$ cat config.mk
export PLATFORM = sky130hd
export DESIGN_NAME = lcg_keystream_byte_decryptor
export DESIGN_NICKNAME = d
export VERILOG_FILES = /design/src/sv/lkbd_pkg.sv /design/src/sv/lkbd_ctrl.sv /design/src/sv/lkbd_dp.sv /design/src/sv/lcg_keystream_byte_decryptor.sv
export SDC_FILE = /design/constraint.sdc
export NUM_CORES = 1
export LEC_CHECK = 0
export BUFFER_PORTS_ARGS = -buffer_cell sky130_fd_sc_hd__buf_2
export CORE_MARGIN = 2
export CORE_UTILIZATION = 60
export DETAILED_ROUTE_END_ITERATION = 10
export GPL_TIMING_DRIVEN = 0
export PLACE_DENSITY_LB_ADDON = 0.08
export SETUP_SLACK_MARGIN = 0.1
export SLEW_MARGIN = 10
export SYNTH_ARGS = -nofsm -noshare
export SYNTH_HDL_FRONTEND = slang
export SYNTH_HIERARCHICAL = 1
export SYNTH_SLANG_ARGS = --single-unit
$ cat constraint.sdc
create_clock -name clk_i -period 20.1 [get_ports clk_i]
set_clock_uncertainty 0.15 [all_clocks]
set_input_delay 4.02 -clock clk_i [delete_from_list [all_inputs] [get_ports clk_i]]
set_output_delay 4.02 -clock clk_i [all_outputs]
set_load 0.02 [all_outputs]
$ cat src/sv/lkbd_pkg.sv
`timescale 1ns / 1ps
// ----------------------------------------------------------------------------
// lkbd_pkg
// shared types and constants of the lcg keystream byte decryptor
// ----------------------------------------------------------------------------
package lkbd_pkg;

  localparam int unsigned CFG_IDX_W = 3;

  // register indexes of the configuration port
  localparam logic [CFG_IDX_W-1:0] CFG_SEED_K0      = 3'd0;
  localparam logic [CFG_IDX_W-1:0] CFG_SEED_K1      = 3'd1;
  localparam logic [CFG_IDX_W-1:0] CFG_SEED_K2      = 3'd2;
  localparam logic [CFG_IDX_W-1:0] CFG_SEED_K3      = 3'd3;
  localparam logic [CFG_IDX_W-1:0] CFG_START_OFFSET = 3'd4;

  // masks of the block update and the block boundary test
  localparam logic [15:0] MUL_PREV_MASK = 16'hFFFC;
  localparam logic [15:0] MUL_RES_MASK  = 16'hFFFD;
  localparam logic [15:0] ADD_PREV_MASK = 16'hFFFE;
  localparam logic [15:0] BLK_LAST_OFS  = 16'hFFFF;

  typedef enum logic [2:0] {
    ST_IDLE,
    ST_BLK_MUL,
    ST_BLK_ADD,
    ST_JMP_INIT,
    ST_JMP_X,
    ST_JMP_A,
    ST_JMP_M,
    ST_STEP
  } lkbd_state_e;

  typedef enum logic [3:0] {
    OP_NONE,
    OP_SEEK_LOAD,  // load seeds, offset and the cipher byte
    OP_POS_INC,    // advance position, hold the cipher byte
    OP_STEP_IN,    // advance position and step on the incoming byte
    OP_STEP,       // step on the held byte
    OP_UPD_MUL,
    OP_UPD_ADD,
    OP_JMP_LOAD,
    OP_JMP_X,
    OP_JMP_A,
    OP_JMP_M
  } lkbd_op_e;

  typedef struct packed {
    lkbd_op_e op;
  } lkbd_cmd_t;

  typedef struct packed {
    logic cnt_zero;  // no block updates left in the seek
    logic n_zero;    // no jump-ahead bits left
    logic pos_wrap;  // next byte opens a new 64KiB block
  } lkbd_status_t;

endpackage

$ cat src/sv/lkbd_ctrl.sv
`timescale 1ns / 1ps
// ----------------------------------------------------------------------------
// lkbd_ctrl
// sequencer for byte steps, block updates and the seek
// ----------------------------------------------------------------------------
module lkbd_ctrl import lkbd_pkg::*; (
  input  logic         clk_i,
  input  logic         rst_ni,
  input  logic         in_valid_i,
  input  logic         in_start_i,
  output logic         in_ready_o,
  output logic         out_valid_o,
  input  logic         out_ready_i,
  input  lkbd_status_t status_i,
  output lkbd_cmd_t    cmd_o
);

  lkbd_state_e state_q, state_d;
  logic        seek_q, seek_d;
  logic        out_valid_q, out_valid_d;
  logic        out_load;
  logic        in_acc;

  always_ff @(posedge clk_i or negedge rst_ni) begin
    if (!rst_ni) begin
      state_q     <= ST_IDLE;
      seek_q      <= 1'b0;
      out_valid_q <= 1'b0;
    end else begin
      state_q     <= state_d;
      seek_q      <= seek_d;
      out_valid_q <= out_valid_d;
    end
  end

  assign in_ready_o  = (state_q == ST_IDLE) && (!out_valid_q || out_ready_i);
  assign in_acc      = in_valid_i && in_ready_o;
  assign out_valid_o = out_valid_q;

  always_comb begin
    state_d   = state_q;
    seek_d    = seek_q;
    cmd_o.op  = OP_NONE;
    out_load  = 1'b0;
    unique case (state_q)
      ST_IDLE: begin
        if (in_acc) begin
          if (in_start_i) begin
            cmd_o.op = OP_SEEK_LOAD;
            seek_d   = 1'b1;
            state_d  = ST_BLK_MUL;
          end else if (status_i.pos_wrap) begin
            cmd_o.op = OP_POS_INC;
            seek_d   = 1'b0;
            state_d  = ST_BLK_MUL;
          end else begin
            cmd_o.op = OP_STEP_IN;
            out_load = 1'b1;
          end
        end
      end
      ST_BLK_MUL: begin
        cmd_o.op = OP_UPD_MUL;
        state_d  = ST_BLK_ADD;
      end
      ST_BLK_ADD: begin
        cmd_o.op = OP_UPD_ADD;
        if (!seek_q) begin
          state_d = ST_STEP;
        end else if (status_i.cnt_zero) begin
          state_d = ST_JMP_INIT;
        end else begin
          state_d = ST_BLK_MUL;
        end
      end
      ST_JMP_INIT: begin
        cmd_o.op = OP_JMP_LOAD;
        state_d  = ST_JMP_X;
      end
      ST_JMP_X: begin
        if (status_i.n_zero) begin
          cmd_o.op = OP_STEP;
          out_load = 1'b1;
          state_d  = ST_IDLE;
        end else begin
          cmd_o.op = OP_JMP_X;
          state_d  = ST_JMP_A;
        end
      end
      ST_JMP_A: begin
        cmd_o.op = OP_JMP_A;
        state_d  = ST_JMP_M;
      end
      ST_JMP_M: begin
        cmd_o.op = OP_JMP_M;
        state_d  = ST_JMP_X;
      end
      ST_STEP: begin
        cmd_o.op = OP_STEP;
        out_load = 1'b1;
        state_d  = ST_IDLE;
      end
      default: begin
        state_d = ST_IDLE;
      end
    endcase
  end

  always_comb begin
    out_valid_d = out_valid_q;
    if (out_valid_q && out_ready_i) begin
      out_valid_d = 1'b0;
    end
    if (out_load) begin
      out_valid_d = 1'b1;
    end
  end

endmodule

$ cat src/sv/lkbd_dp.sv
`timescale 1ns / 1ps
// ----------------------------------------------------------------------------
// lkbd_dp
// seed registers, keystream state and the shared 16-bit multiply-add
// ----------------------------------------------------------------------------
module lkbd_dp import lkbd_pkg::*; (
  input  logic                 clk_i,
  input  logic                 rst_ni,
  input  logic                 cfg_we_i,
  input  logic [CFG_IDX_W-1:0] cfg_index_i,
  input  logic [31:0]          cfg_data_i,
  input  logic [7:0]           cipher_byte_i,
  input  lkbd_cmd_t            cmd_i,
  output lkbd_status_t         status_o,
  output logic [7:0]           plain_byte_o
);

  logic [15:0] k0_q, k1_q, k2_q, k3_q;
  logic [31:0] offset_q;

  logic [15:0] lcg_q, lcg_d;
  logic [15:0] mul_q, mul_d;
  logic [15:0] add_q, add_d;
  logic [31:0] pos_q, pos_d;
  logic [15:0] cnt_q, cnt_d;
  logic [15:0] n_q, n_d;
  logic [15:0] jm_q, jm_d;
  logic [15:0] ja_q, ja_d;
  logic [7:0]  cbyte_q, cbyte_d;
  logic [7:0]  plain_q, plain_d;

  logic [15:0] mac_a, mac_b, mac_c;
  logic [31:0] mac_prod;
  logic [15:0] mac_res;
  logic [31:0] pos_inc;

  // configuration registers
  always_ff @(posedge clk_i or negedge rst_ni) begin
    if (!rst_ni) begin
      k0_q     <= '0;
      k1_q     <= '0;
      k2_q     <= '0;
      k3_q     <= '0;
      offset_q <= '0;
    end else if (cfg_we_i) begin
      unique case (cfg_index_i)
        CFG_SEED_K0:      k0_q     <= cfg_data_i[15:0];
        CFG_SEED_K1:      k1_q     <= cfg_data_i[15:0];
        CFG_SEED_K2:      k2_q     <= cfg_data_i[15:0];
        CFG_SEED_K3:      k3_q     <= cfg_data_i[15:0];
        CFG_START_OFFSET: offset_q <= cfg_data_i;
        default: ;
      endcase
    end
  end

  // keystream state
  always_ff @(posedge clk_i or negedge rst_ni) begin
    if (!rst_ni) begin
      lcg_q <= '0;
      mul_q <= '0;
      add_q <= '0;
      pos_q <= '0;
    end else begin
      lcg_q <= lcg_d;
      mul_q <= mul_d;
      add_q <= add_d;
      pos_q <= pos_d;
    end
  end

  // working registers of the seek and the result byte
  always_ff @(posedge clk_i) begin
    cnt_q   <= cnt_d;
    n_q     <= n_d;
    jm_q    <= jm_d;
    ja_q    <= ja_d;
    cbyte_q <= cbyte_d;
    plain_q <= plain_d;
  end

  // shared multiply-add, low 16 bits
  always_comb begin
    mac_a = lcg_q;
    mac_b = mul_q;
    mac_c = add_q;
    case (cmd_i.op)
      OP_UPD_MUL: begin
        mac_a = k0_q;
        mac_b = mul_q & MUL_PREV_MASK;
        mac_c = {k1_q[13:0], 2'b00};
      end
      OP_UPD_ADD: begin
        mac_a = k2_q;
        mac_b = add_q & ADD_PREV_MASK;
        mac_c = {k3_q[14:0], 1'b0};
      end
      OP_JMP_X: begin
        mac_a = jm_q;
        mac_b = lcg_q;
        mac_c = ja_q;
      end
      OP_JMP_A: begin
        mac_a = ja_q;
        mac_b = 16'(jm_q + 16'd1);
        mac_c = '0;
      end
      OP_JMP_M: begin
        mac_a = jm_q;
        mac_b = jm_q;
        mac_c = '0;
      end
      default: ;
    endcase
  end

  assign mac_prod = mac_a * mac_b;
  assign mac_res  = 16'(mac_prod[15:0] + mac_c);
  assign pos_inc  = 32'(pos_q + 32'd1);

  always_comb begin
    lcg_d   = lcg_q;
    mul_d   = mul_q;
    add_d   = add_q;
    pos_d   = pos_q;
    cnt_d   = cnt_q;
    n_d     = n_q;
    jm_d    = jm_q;
    ja_d    = ja_q;
    cbyte_d = cbyte_q;
    plain_d = plain_q;
    unique case (cmd_i.op)
      OP_NONE: ;
      OP_SEEK_LOAD: begin
        mul_d   = {k1_q[13:0], 2'b01};
        add_d   = {k3_q[14:0], 1'b1};
        lcg_d   = {k3_q[14:0], 1'b1};
        cnt_d   = offset_q[31:16];
        n_d     = offset_q[15:0];
        pos_d   = offset_q;
        cbyte_d = cipher_byte_i;
      end
      OP_POS_INC: begin
        pos_d   = pos_inc;
        cbyte_d = cipher_byte_i;
      end
      OP_STEP_IN: begin
        pos_d   = pos_inc;
        lcg_d   = mac_res;
        plain_d = cipher_byte_i ^ mac_res[15:8];
      end
      OP_STEP: begin
        lcg_d   = mac_res;
        plain_d = cbyte_q ^ mac_res[15:8];
      end
      OP_UPD_MUL: begin
        mul_d = (mac_res & MUL_RES_MASK) | 16'd1;
      end
      OP_UPD_ADD: begin
        add_d = mac_res | 16'd1;
        if (cnt_q != '0) begin
          cnt_d = 16'(cnt_q - 16'd1);
        end
      end
      OP_JMP_LOAD: begin
        jm_d = mul_q;
        ja_d = add_q;
      end
      OP_JMP_X: begin
        if (n_q[0]) begin
          lcg_d = mac_res;
        end
      end
      OP_JMP_A: begin
        ja_d = mac_res;
      end
      OP_JMP_M: begin
        jm_d = mac_res;
        n_d  = {1'b0, n_q[15:1]};
      end
      default: ;
    endcase
  end

  assign status_o.cnt_zero = (cnt_q == '0);
  assign status_o.n_zero   = (n_q == '0);
  assign status_o.pos_wrap = (pos_q[15:0] == BLK_LAST_OFS);
  assign plain_byte_o      = plain_q;

endmodule

$ cat src/sv/lcg_keystream_byte_decryptor.sv
`timescale 1ns / 1ps
// ----------------------------------------------------------------------------
// lcg_keystream_byte_decryptor
// byte stream decryptor with a 16-bit lcg keystream and offset seek
// ----------------------------------------------------------------------------
// usage
//   cfg channel: writes seed_k0..seed_k3 (index 0..3) and start_offset
//   (index 4); always ready, unknown indexes are dropped. write only while
//   the block is idle.
//   s_axis: one cipher byte per transaction, tuser set on the first byte of
//   a run, which seeks to start_offset before it is decrypted.
//   m_axis: one plain byte per input transaction, in order.
// latency and throughput
//   an ordinary byte is stepped in the cycle it is accepted and appears on
//   m_axis the next cycle; one byte per cycle while the receiver keeps up.
//   a byte that opens a new 64KiB block first runs one block update
//   (multiplier, then addend) and then the step, all through the one shared
//   16x16 multiply-add. a run-start byte runs B+1 block updates, with
//   B = start_offset[31:16], then the jump-ahead by squaring, three
//   multiply-adds per bit of start_offset[15:0] up to its highest set one.
// reset
//   seeds, offset and the keystream state all clear to zero, output empty.
// stalls
//   the result waits in the output register; a new byte is taken in the
//   same cycle the waiting one leaves, never while it is stuck.
// ----------------------------------------------------------------------------
module lcg_keystream_byte_decryptor import lkbd_pkg::*; (
  input  logic                 clk_i,
  input  logic                 rst_ni,
  // configuration write channel
  input  logic                 cfg_valid_i,
  output logic                 cfg_ready_o,
  input  logic [CFG_IDX_W-1:0] cfg_index_i,
  input  logic [31:0]          cfg_data_i,
  // input stream
  input  logic                 s_axis_tvalid_i,
  output logic                 s_axis_tready_o,
  input  logic [7:0]           s_axis_tdata_i,   // [7:0] cipher_byte
  input  logic                 s_axis_tuser_i,   // [0] start_run
  // output stream
  output logic                 m_axis_tvalid_o,
  input  logic                 m_axis_tready_i,
  output logic [7:0]           m_axis_tdata_o    // [7:0] plain_byte
);

  lkbd_cmd_t    cmd;
  lkbd_status_t status;
  logic         cfg_we;

  // register writes are never held off
  assign cfg_ready_o = 1'b1;
  assign cfg_we      = cfg_valid_i && cfg_ready_o;

  // sequencer: handshakes, seek loop and jump-ahead control
  lkbd_ctrl u_ctrl (
    .clk_i       (clk_i),
    .rst_ni      (rst_ni),
    .in_valid_i  (s_axis_tvalid_i),
    .in_start_i  (s_axis_tuser_i),
    .in_ready_o  (s_axis_tready_o),
    .out_valid_o (m_axis_tvalid_o),
    .out_ready_i (m_axis_tready_i),
    .status_i    (status),
    .cmd_o       (cmd)
  );

  // datapath: seeds, lcg state, block multiplier/addend, position
  lkbd_dp u_dp (
    .clk_i         (clk_i),
    .rst_ni        (rst_ni),
    .cfg_we_i      (cfg_we),
    .cfg_index_i   (cfg_index_i),
    .cfg_data_i    (cfg_data_i),
    .cipher_byte_i (s_axis_tdata_i),
    .cmd_i         (cmd),
    .status_o      (status),
    .plain_byte_o  (m_axis_tdata_o)
  );

endmodule

==> impl_metrics.env <==
export IMPL_status="finished, final reports clean"
export IMPL_cts_tree="built"
export IMPL_die_x_um=172
export IMPL_min_period_ns=13.14
export IMPL_synth_area_leaders="dfrtp_1 (24%), edfxtp_1 (14%), fa_1 (11%)"
export IMPL_min_to="u_dp/offset_q[22]$_DFFE_PN0P_"
export IMPL_crit_path_end_kind="flip-flop"
export IMPL_synth_async_sr_flop_share=0.668
export IMPL_clk_latency_ns=0.56
export IMPL_cp_max_fo=10
export IMPL_grt_max_degree=111
export IMPL_holdBufCountCts=0
export IMPL_final_layout_size_suffix_gt1_frac=0.152
export IMPL_portBuffers=58
export IMPL_drtIter0Drc=1560
export IMPL_cts_sinks=241
export IMPL_synth_area_per_cell_um2=9.89
export IMPL_die_area_mm2=0.0295
export IMPL_cts_repair_resize_count=0
export IMPL_yosysSeqAreaShare=0.381
export IMPL_core_area_mm2=0.0277
export IMPL_drtAntennaViolNets=0
export IMPL_design_area_mm2=0.0187
export IMPL_cpMostUsedCell="inv_1"
export IMPL_avgViaCountPerCell=6.43
export IMPL_area_growth_pct=10.9
export IMPL_hold_viol_final=0
export IMPL_first_pass_iters=6
export IMPL_wirelength_um=57500
export IMPL_grt_usage=0.401
export IMPL_critical_path_class="in2reg"
export IMPL_fmax_ghz=0.0761
export IMPL_synth_common_cells="nand2_1 (212), inv_1 (170), dfrtp_1 (161), nor2_1 (135)"
export IMPL_synthCells=1706
export IMPL_core_rowCount=61
export IMPL_syn_area_mm2=0.0169
export IMPL_yosysMostFrequentCell="nand2_1"
export IMPL_grt_pass1_wl_um=86000
export IMPL_cts_buffers=26
export IMPL_grt_pass1_vias=13953
export IMPL_h_tree_depth=1
export IMPL_grt_overflow=0
export IMPL_relSlewSlack=0.125
export IMPL_start_util=0.609
export IMPL_synth_cell_types=93
export IMPL_r2r_start="u_dp/n_q[15]$_SDFFCE_PP0P_"
export IMPL_syn_num_nets=1904
export IMPL_antenna_found_initial=1
export IMPL_synth_top_area_frac=0.239
export IMPL_r2r_cells=33
export IMPL_detail_route_wl_per_cell_um=26.2
export IMPL_period_share=0.654
export IMPL_grt_setup_unrepaired="false"
export IMPL_synthFlopType="dfrtp_1"
export IMPL_critPathArrivalTime_ns=13.36
export IMPL_synth_edf_count=80
export IMPL_boundaryPins=60
export IMPL_maxSlewViolCount=0
export IMPL_vias=14139
export IMPL_yosysWarnings=6
export IMPL_tns_ns=0
export IMPL_r2r_slack_ns=9.15
export IMPL_start_kind="input pin"
export IMPL_place_hpwl_um=44600
export IMPL_setup_violations=0
export IMPL_whs_path_depth=1
export IMPL_yosys_register_bits=241
export IMPL_worst_slew_pin_slew_ns=1.31
export IMPL_route_detailed_drc=0
export IMPL_clk_pin_slew_ns=0.06
export IMPL_yosysTopAreaCell="dfrtp_1"
export IMPL_max_stage_delay_ns=0.92
export IMPL_min_delay_start="u_dp/offset_q[22]$_DFFE_PN0P_"
export IMPL_slowest_stage="a21boi_0"
export IMPL_required_ns=20.32
export IMPL_dpl_cell_area_mm2=0.0178
export IMPL_die_h_um=172
export IMPL_hold_class="reg2reg"
export IMPL_place_congestion=1.06
export IMPL_finalNetCount=1997
export IMPL_max_cap_violations=0
export IMPL_root_buffer="clkbuf_16"
export IMPL_clk_path_buf_depth=3
export IMPL_timing_rr_end="u_dp/add_q[14]$_DFFE_PN0P_"
export IMPL_post_cts_repair_setup_buffers=0
[placed cells by master, fill, tap and decap left out, types with 28 or more instances in the layout]
cell         n
inv_1      170
o21ai_0     93
fa_1        94
nand2_1    212
dfrtp_1    161
clkbuf_16   28
buf_2       66
a21oi_1     73
xnor2_1     40
clkbuf_1    73
edfxtp_1    80
a22oi_1     38
nor2_1     133
ha_1        55
mux2_2      94
[per-layer routing]
layer | global-route usage | vias up | wire length, µm
met5 | 0 | - | 0
met2 | 0.621 | 810 | 25700
li1 | - | 6081 | -
met4 | 0.246 | 0 | 4330
met1 | 0.533 | 7047 | 22000
met3 | 0.0644 | 201 | 5510
[how the worst max path moves through the flow]
stage	start	to	slack, ns	cells past startpoint
3_5_place_dp	m_axis_tready_i	u_dp/plain_byte_o[7]$_DFFE_PP_	6.78	29
2_1_floorplan	s_axis_tvalid_i	u_dp/lcg_q[15]$_DFFE_PN0P_	8.76	32
4_1_cts	m_axis_tready_i	u_dp/plain_byte_o[7]$_DFFE_PP_	7.26	29
3_3_place_gp	m_axis_tready_i	u_dp/jm_q[14]$_DFFE_PP_	6.13	33
5_1_grt	m_axis_tready_i	u_dp/jm_q[14]$_DFFE_PP_	6.70	35
6_report	m_axis_tready_i	u_dp/add_q[14]$_DFFE_PN0P_	6.96	34
[state kept, by name, indices dropped and copies added, names as in the netlist]
signal              flops
u_dp/offset_q          32
u_dp/add_q             16
u_dp/cnt_q             16
u_dp/ja_q              16
u_dp/jm_q              16
u_dp/k0_q              16
u_dp/k2_q              16
u_dp/lcg_q             16
u_dp/n_q               16
u_dp/pos_q             16
u_dp/k3_q              15
u_dp/mul_q             15
u_dp/k1_q              14
u_dp/cbyte_q            8
u_dp/plain_byte_o       8
u_ctrl/state_q          3
u_ctrl/out_valid_o      1
u_ctrl/seek_q           1
[worst max-delay path, delay by kind of cell]
kind | cells | cell delay (ns)
xor+xnor | 1 | 0.70
buf+inv | 11 | 2.48
compound gates | 12 | 3.43
fa+ha+maj | 6 | 2.07
simple gates | 4 | 0.65
[layout make-up]
| cell class | count | area (µm²) |
|---|---|---|
| diodes | 2 | 5.00 |
| plain buffers | 96 | 443 |
| clock buffers | 37 | 764 |
| clock inverters | 11 | 139 |
| fillers | 2171 | 9000 |
| inverters | 171 | 642 |
| multi-input cells | 1198 | 9420 |
| flip-flops and latches | 241 | 6430 |
| well taps | 378 | 473 |
| repair buffers | 65 | 394 |
[through the flow]
step           setup WS (ns)  instances  hold WS, ns  utilization
2_1_floorplan           8.76       1706        0.297            -
3_3_place_gp            6.13       2142        0.334        0.636
3_5_place_dp            6.78       2149        0.346        0.642
4_1_cts                 7.26       2197        0.362        0.675
5_1_grt                 6.70       2197        0.367        0.675
6_report                6.96       2199        0.361        0.675
[cell families (layout without fill, tap and decap cells)]
family                   count (synthesis)  count (layout)  share of synthesized area
AO/OA/AOI/OAI                          354             354                      0.143
XOR/XNOR                                68              68                     0.0387
adder cells (fa/ha/maj)                149             149                      0.152
buffers and inverters                  267             380                     0.0643
flip-flops                             241             241                      0.381
multiplexers                           112             112                     0.0734
other                                    1               3                   0.000222
AND/OR/NAND/NOR                        514             514                      0.146
Power is left out: the tool's default activity adds up to more than one toggle a clock period on the data nets, which glitch-free logic cannot reach.
